===== config.mk =====
export PLATFORM = sky130hd
export DESIGN_NAME = sm83_load_add_execute
export DESIGN_NICKNAME = d
export VERILOG_FILES = /design/src/hw/rtl/sm83_pkg.sv /design/src/hw/rtl/sm83_load_add_execute.sv
export VERILOG_INCLUDE_DIRS = /design/src /design/src/hw/rtl
export SDC_FILE = /design/constraint.sdc
export NUM_CORES = 1
export LEC_CHECK = 0
export BUFFER_PORTS_ARGS = -buffer_cell sky130_fd_sc_hd__buf_2
export CAP_MARGIN = 25
export CELL_PAD_IN_SITES_DETAIL_PLACEMENT = 1
export CELL_PAD_IN_SITES_GLOBAL_PLACEMENT = 2
export CORE_MARGIN = 1.5
export CORE_UTILIZATION = 41
export DETAILED_ROUTE_END_ITERATION = 6
export PLACE_DENSITY_LB_ADDON = 0.1
export SETUP_SLACK_MARGIN = 0.05
export SLEW_MARGIN = 20
export SYNTH_ARGS = -nofsm -noshare
export SYNTH_HDL_FRONTEND = slang
export SYNTH_SLANG_ARGS = --single-unit

===== constraint.sdc =====
create_clock -name clk -period 8.76 [get_ports clk]
set_input_delay 1.752 -clock clk [delete_from_list [all_inputs] [get_ports clk]]
set_output_delay 1.752 -clock clk [all_outputs]
set_load 0.02 [all_outputs]

===== src/hw/rtl/assert_macros.svh =====
// Assertion macros included by the RTL core.
`ifndef ASSERT_MACROS_SVH
`define ASSERT_MACROS_SVH

// Same-cycle implication, checked outside reset.
`define SM_ASSERT_IMP(lbl, clk, rstn, ante, cons) \
	lbl: assert property (@(posedge clk) disable iff (!(rstn)) (ante) |-> (cons)) \
		else $error("same-cycle check failed");

// Next-cycle implication, checked outside reset.
`define SM_ASSERT_NXT(lbl, clk, rstn, ante, cons) \
	lbl: assert property (@(posedge clk) disable iff (!(rstn)) (ante) |=> (cons)) \
		else $error("next-cycle check failed");

`endif


===== src/hw/rtl/sm83_pkg.sv =====
// Opcode, register-code and result definitions for the SM83 load/add core.
`default_nettype none

package sm83_pkg;

	// Control opcodes.
	localparam logic [7:0] OP_NOP  = 8'h00;
	localparam logic [7:0] OP_STOP = 8'h10;
	localparam logic [7:0] OP_HALT = 8'h76;
	localparam logic [7:0] OP_DI   = 8'hF3;
	localparam logic [7:0] OP_EI   = 8'hFB;

	// Opcode groups, selected by the top two bits.
	localparam logic [1:0] GRP_LD  = 2'b01;
	localparam logic [1:0] GRP_ALU = 2'b10;

	// ALU operation code within the ALU group.
	localparam logic [2:0] ALU_ADD = 3'd0;

	// Register operand codes as they sit in the opcode.
	localparam logic [2:0] CODE_B  = 3'd0;
	localparam logic [2:0] CODE_C  = 3'd1;
	localparam logic [2:0] CODE_D  = 3'd2;
	localparam logic [2:0] CODE_E  = 3'd3;
	localparam logic [2:0] CODE_H  = 3'd4;
	localparam logic [2:0] CODE_L  = 3'd5;
	localparam logic [2:0] CODE_HL = 3'd6;
	localparam logic [2:0] CODE_A  = 3'd7;

	// Cycle costs.
	localparam logic [3:0] CYC_SHORT = 4'd4;
	localparam logic [3:0] CYC_LONG  = 4'd8;

	// Flag bit positions.
	localparam int FLAG_Z = 3;
	localparam int FLAG_N = 2;
	localparam int FLAG_H = 1;
	localparam int FLAG_C = 0;

	// One result item, first field in the highest bits.
	typedef struct packed {
		logic [3:0]  clock_count;
		logic [15:0] pair_hl;
		logic        interrupts_enabled;
		logic [3:0]  flag_bits;
		logic [7:0]  accumulator;
		logic [7:0]  mem_write_data;
		logic [15:0] mem_write_address;
		logic        mem_write_enable;
	} result_t;

endpackage

`default_nettype wire


===== src/hw/rtl/sm83_load_add_execute.sv =====
// Top level of the SM83 load/add core: decode, execute and result register.
//
//  Channel  | Dir | tdata fields (low bit up)              | tuser
//  s_axis   | in  | func[7:0], mem_read_data[15:8]          | -
//  m_axis   | out | result_t, 58 bits packed, zero to 64   | unknown_opcode
//
// Each request is executed in the cycle it is accepted; its result is ready the next cycle.
// One request per cycle is sustained while the output is taken; the only limit is the single result register.
// The input is taken whenever the result register is empty or being drained.
// Reset clears A, B, C, D, E, H, L, the flags and the interrupt enable.
// A stall on the output holds the result and blocks new requests until it is taken.
`default_nettype none

`include "assert_macros.svh"

module sm83_load_add_execute
	import sm83_pkg::*;
(
	input  wire logic        clk,
	input  wire logic        arst_n,
	input  wire logic        s_tvalid,
	output      logic        s_tready,
	input  wire logic [15:0] s_tdata,   // func[7:0], mem_read_data[15:8]
	output      logic        m_tvalid,
	input  wire logic        m_tready,
	output      logic [63:0] m_tdata,   // mem_write_enable[0], mem_write_address[16:1],
	                                    // mem_write_data[24:17], accumulator[32:25],
	                                    // flag_bits[36:33], interrupts_enabled[37],
	                                    // pair_hl[53:38], clock_count[57:54], zero above
	output      logic        m_tuser    // unknown_opcode[0]
);

	// Architectural state.
	logic [7:0] a_q, b_q, c_q, d_q, e_q, h_q, l_q;
	logic [3:0] flags_q;
	logic       ime_q;

	// Result register.
	logic       out_valid_q;
	result_t    res_q;
	logic       unknown_q;

	logic [7:0] func;
	logic [7:0] mem_read_data;
	logic       accept;

	// Decode and execute signals.
	logic [2:0] dst_code, src_code;
	logic [7:0] src_val;
	logic       is_nop, is_di, is_ei, is_ld, is_add, unknown;
	logic       mem_we;
	logic [8:0] sum;
	logic [4:0] half_sum;
	logic [7:0] a_n, b_n, c_n, d_n, e_n, h_n, l_n;
	logic [3:0] flags_n;
	logic       ime_n;
	result_t    res_n;

	assign func          = s_tdata[7:0];
	assign mem_read_data = s_tdata[15:8];
	assign s_tready      = !out_valid_q || m_tready;
	assign accept        = s_tvalid && s_tready;

	assign dst_code = func[5:3];
	assign src_code = func[2:0];

	// Opcode classification; HALT is matched before the load group.
	assign is_nop = (func == OP_NOP) || (func == OP_STOP) || (func == OP_HALT);
	assign is_di  = (func == OP_DI);
	assign is_ei  = (func == OP_EI);
	assign is_ld  = (func[7:6] == GRP_LD) && (func != OP_HALT);
	assign is_add = (func[7:6] == GRP_ALU) && (func[5:3] == ALU_ADD);
	assign unknown = !(is_nop || is_di || is_ei || is_ld || is_add);
	assign mem_we  = is_ld && (dst_code == CODE_HL);

	// Source operand select; the (HL) code takes the supplied memory byte.
	always_comb begin
		case (src_code)
			CODE_B:  src_val = b_q;
			CODE_C:  src_val = c_q;
			CODE_D:  src_val = d_q;
			CODE_E:  src_val = e_q;
			CODE_H:  src_val = h_q;
			CODE_L:  src_val = l_q;
			CODE_HL: src_val = mem_read_data;
			CODE_A:  src_val = a_q;
			default: src_val = a_q;
		endcase
	end

	// 8-bit add with the carry out of bit 3 computed separately.
	assign sum      = {1'b0, a_q} + {1'b0, src_val};
	assign half_sum = {1'b0, a_q[3:0]} + {1'b0, src_val[3:0]};

	// Next architectural state.
	always_comb begin
		a_n     = a_q;
		b_n     = b_q;
		c_n     = c_q;
		d_n     = d_q;
		e_n     = e_q;
		h_n     = h_q;
		l_n     = l_q;
		flags_n = flags_q;
		ime_n   = ime_q;
		if (is_di) begin
			ime_n = 1'b0;
		end
		if (is_ei) begin
			ime_n = 1'b1;
		end
		if (is_ld) begin
			case (dst_code)
				CODE_B:  b_n = src_val;
				CODE_C:  c_n = src_val;
				CODE_D:  d_n = src_val;
				CODE_E:  e_n = src_val;
				CODE_H:  h_n = src_val;
				CODE_L:  l_n = src_val;
				CODE_A:  a_n = src_val;
				default: ;
			endcase
		end
		if (is_add) begin
			a_n             = sum[7:0];
			flags_n[FLAG_Z] = (sum[7:0] == 8'h00);
			flags_n[FLAG_N] = 1'b0;
			flags_n[FLAG_H] = half_sum[4];
			flags_n[FLAG_C] = sum[8];
		end
	end

	// Result fields.
	always_comb begin
		res_n.mem_write_enable   = mem_we;
		res_n.mem_write_address  = mem_we ? {h_q, l_q} : 16'h0000;
		res_n.mem_write_data     = mem_we ? src_val : 8'h00;
		res_n.accumulator        = a_n;
		res_n.flag_bits          = flags_n;
		res_n.interrupts_enabled = ime_n;
		res_n.pair_hl            = {h_n, l_n};
		res_n.clock_count        = ((is_ld || is_add) &&
			((src_code == CODE_HL) || (dst_code == CODE_HL) && is_ld)) ? CYC_LONG : CYC_SHORT;
	end

	// State update on each accepted request.
	always_ff @(posedge clk or negedge arst_n) begin
		if (!arst_n) begin
			a_q     <= 8'h00;
			b_q     <= 8'h00;
			c_q     <= 8'h00;
			d_q     <= 8'h00;
			e_q     <= 8'h00;
			h_q     <= 8'h00;
			l_q     <= 8'h00;
			flags_q <= 4'h0;
			ime_q   <= 1'b0;
		end else if (accept) begin
			a_q     <= a_n;
			b_q     <= b_n;
			c_q     <= c_n;
			d_q     <= d_n;
			e_q     <= e_n;
			h_q     <= h_n;
			l_q     <= l_n;
			flags_q <= flags_n;
			ime_q   <= ime_n;
		end
	end

	// Output valid flag.
	always_ff @(posedge clk or negedge arst_n) begin
		if (!arst_n) begin
			out_valid_q <= 1'b0;
		end else if (s_tready) begin
			out_valid_q <= s_tvalid;
		end
	end

	// Output payload.
	always_ff @(posedge clk) begin
		if (accept) begin
			res_q     <= res_n;
			unknown_q <= unknown;
		end
	end

	assign m_tvalid = out_valid_q;
	assign m_tdata  = {6'd0, res_q};
	assign m_tuser  = unknown_q;

	// An unknown opcode never writes memory.
	`SM_ASSERT_IMP(a_unknown_no_write, clk, arst_n,
		out_valid_q && unknown_q, !res_q.mem_write_enable)
	// A memory write always costs the long cycle count.
	`SM_ASSERT_IMP(a_write_long, clk, arst_n,
		out_valid_q && res_q.mem_write_enable, res_q.clock_count == CYC_LONG)
	// DI clears the interrupt enable for the following request.
	`SM_ASSERT_NXT(a_di_clears, clk, arst_n, accept && (func == OP_DI), !ime_q)
	// An unknown opcode leaves the flags untouched.
	`SM_ASSERT_NXT(a_unknown_keeps_flags, clk, arst_n,
		accept && unknown, flags_q == $past(flags_q))

endmodule

`default_nettype wire


==> flow_metrics.tcl <==
set metrics [dict create \
    status "finished clean" \
    cts.hold.buffers_added 0 \
    final_antenna_net_count 0 \
    die_height_microns 123 \
    r2r-end "m_tdata[36]" \
    p_per_area_mw_per_mm2 250 \
    switchingPower_mw 0.504 \
    power.share.switching_pct 29.1 \
    setup_total_negative_slack_ps 0 \
    initialDrtViolationCount 145 \
    io_buffer_count 78 \
    power.internal_mw 1.23 \
    route.detailed.vias_per_inst 5.34 \
    worst-r2r-cell-count 11 \
    worst_hold_startpoint "flags_q[2]" \
    hold_path_end "flags_q[2]" \
    critical_path.n_buffers_inverters 2 \
    fp.dieArea_sq_mm 0.0151 \
    timing.critical_path.max_delay_family "compound AO/OA/AOI/OAI gates" \
    vdd_ir_drop_max_mv 0.107 \
    synthCells 486 \
    worstPathCellList "buf_2 > mux2i_1 > mux2i_1 > a221oi_1 > or2_1 > inv_1 > ha_1 > nor2_1 > nor2_1 > a221o_1 > nor3_1 > o21ai_1" \
    regToRegSetupSlack_ps 5440 \
    design.core.area_sq_mm 0.0140 \
    r2r-start "a_q[6]" \
    cts-htree-levels 4 \
    clock_sink_count 119 \
    die_x_extent_microns 123 \
    static-leakage-power_nw 3.02 \
    num_io_pins 87 \
    num_vias 4006 \
    worst-setup-path-type "input port to flop" \
    max_clock_freq_ghz 0.209 \
    cts_buffers 17 \
    syn_area_sq_mm 0.00591 \
    clock_power_share_pct 37.8 \
    synth_seq_area_share_pct 55.2 \
    critical_path.max_fanout 27 \
    detailedRoute.firstPassIterationCount 4 \
    postLayoutSetupSlackWorst_ps 3990 \
    start_kind "input port" \
    maximum_number_of_pins_on_one_net_before_global_route_repair 63 \
    place_congestion 0.784 \
    final-setup-viol-count 0 \
    area_delta_synth_final_pct 17.2 \
    fin_crit_ps 4770 \
    gr-total-overflow 0 \
    final.hold.worst_slack_ps 477 \
    detailedPlacementHpwl_mm 9.82 \
    grt.total_usage_pct 19.9 \
    worst-endpoint-required_ps 8910 \
    cts.clk_slew.worst_paths_ps 50 \
    cap_violations 0 \
    timing.final.crit_share_pct 54.5 \
    layout.nets 586 \
    clock_latency_ps 410 \
    buffer_count_from_post_cts_setup_fixing 0 \
    synth-edff-count 57 \
    max-clock-path-buffers 2 \
    antenna_cells 0 \
    drc_errors 0 \
    timing.critical_path.depth 12 \
    worstPathArrival_ps 4930 \
    finalHoldViolations 0 \
    timing.hold.worst.class "flop to flop" \
    hold_depth 1 \
    timing.clock.skew_ps 7.48 \
    drive_above_1_share_pct 33.0 \
    power_frac_seq_pct 41.1 \
    async_reset_ff_share_pct 52.1 \
    worst_pin_slew_ps 916 \
    cts_tree "done" \
    combinational_power_share_pct 21.1 \
    cp-end-kind "flop" \
    critical_path.slowest_cell "sky130_fd_sc_hd__buf_2" \
    post_synth.cell_area_avg_sq_um 12.2 \
    synth-warning-count 0 \
    cts_resized 0 \
    yosys_register_bits 119 \
    critical_path.max_stage_delay_ps 460 \
    synth_flop_cell "sky130_fd_sc_hd__dfrtp_1" \
    grt_antenna_before_repair 0 \
    initial_utilization_pct 42.2 \
    layout_filler_cell_count 1510 \
    rsz0062_at_grt "no" \
    detailedPlace.worstSlack_ps 3550 \
    relSlewSlack_pct 38.7 \
    maxSlewViolCount 0 \
    std_cell_rows 43 \
    clk_root_buffer_cell "sky130_fd_sc_hd__clkbuf_16" \
    number_of_global_route_vias_before_repair 4187 \
    wire_per_inst_microns 18.7 \
    synth_cell_type_count 62 \
    routed_wirelength_mm 14.0 \
    grt_first_pass_wirelength_mm 22.5 \
]
per-stage QoR:
stage	instances	cell area, sq um	utilization (%)	power, mW
2_1_floorplan	493	5930	-	0.983
3_3_place_gp	717	6360	45.5	1.07
3_5_place_dp	718	6370	45.5	1.09
4_1_cts	750	6920	49.5	1.75
5_1_grt	750	6920	49.5	1.82
6_report	750	6920	49.5	1.73
cell families (layout without fill, tap and decap cells):
kind of cell               count (synthesis)  after routing  synth area share [%]
DFF                                      119            119                  55.2
adders and majority gates                  9              9                  2.03
other                                      1              8                0.0635
AOI/OAI and AO/OA                         84             84                  9.68
muxes                                     82             82                  15.7
buffers and inverters                     45            122                  4.09
and+or+nand+nor                          145            145                  13.1
xor gates and xnor gates                   1              1                 0.148
worst max-delay path by stage:
stage / from / endpoint / slack (ps)
after detailed placement: s_tdata[0] / m_tdata[36] / 3550
after global placement: s_tdata[0] / m_tdata[36] / 3670
after floorplan: m_tready / ime_q / 4090
after CTS: s_tdata[0] / m_tdata[36] / 3970
after global routing: s_tdata[0] / m_tdata[36] / 3670
final: s_tdata[0] / m_tdata[36] / 3990
cell usage in the layout (no fill, tap or decap), types with 17 or more instances in the layout:
master	n
sky130_fd_sc_hd__mux2_2	62
sky130_fd_sc_hd__a21oi_1	26
sky130_fd_sc_hd__and2_1	25
sky130_fd_sc_hd__dfrtp_1	62
sky130_fd_sc_hd__nand2_1	30
sky130_fd_sc_hd__mux2i_1	17
sky130_fd_sc_hd__nor2_1	31
sky130_fd_sc_hd__edfxtp_1	57
sky130_fd_sc_hd__buf_2	79
sky130_fd_sc_hd__clkbuf_16	17
Yosys cell counts (7+ instances only):
master | instances | share of area [%]
sky130_fd_sc_hd__edfxtp_1 | 57 | 29
sky130_fd_sc_hd__and2_1 | 25 | 2.6
sky130_fd_sc_hd__a21oi_1 | 26 | 2.2
sky130_fd_sc_hd__ha_1 | 8 | 1.7
sky130_fd_sc_hd__o21ai_0 | 9 | 0.76
sky130_fd_sc_hd__nand3_1 | 7 | 0.59
sky130_fd_sc_hd__dfrtp_1 | 62 | 26
sky130_fd_sc_hd__nand2_1 | 30 | 1.9
sky130_fd_sc_hd__nand2b_1 | 9 | 0.95
sky130_fd_sc_hd__inv_1 | 7 | 0.44
sky130_fd_sc_hd__mux2i_1 | 17 | 2.9
sky130_fd_sc_hd__nor3_1 | 9 | 0.76
sky130_fd_sc_hd__buf_2 | 19 | 1.6
sky130_fd_sc_hd__nor2_1 | 31 | 2.0
sky130_fd_sc_hd__buf_4 | 9 | 1.1
sky130_fd_sc_hd__mux2_2 | 62 | 12
sky130_fd_sc_hd__o22ai_1 | 11 | 1.2
flip-flops by register name, summed over array words and instances (netlist names), 8 cells and up:
register,cells
m_tdata,56
h_q,8
l_q,8
d_q,8
c_q,8
b_q,8
a_q,8
e_q,8
metal layers:
metal	vias to the layer above	GRT usage (%)	routed length [microns]
li1	1917	-	-
met2	67	33.3	6980
met3	17	4.52	429
met5	-	0	0
met1	2005	25.5	6400
met4	0	6.75	195
final cells by class:
cell class                 count  area [sq um]  area share, %
tap                          180           225           3.25
clock inverter                11           108           1.55
timing repair buffer          82           418           6.04
clock buffer                  21           450           6.51
sequential                   119          3260           47.1
multi-input combinational    329          2430           35.1
inverter                       8          30.0          0.434
power by group through the flow:
| stage | sequential (mW) | clock [mW] | combinational (mW) |
|---|---|---|---|
| finish | 0.713 | 0.656 | 0.365 |
| global route | 0.721 | 0.696 | 0.406 |
| CTS | 0.713 | 0.670 | 0.369 |
| detailed placement | 0.723 | 0 | 0.365 |
| global placement | 0.719 | 0 | 0.354 |
| floorplan | 0.734 | 0 | 0.248 |
Power figures use the tool's default switching activity.
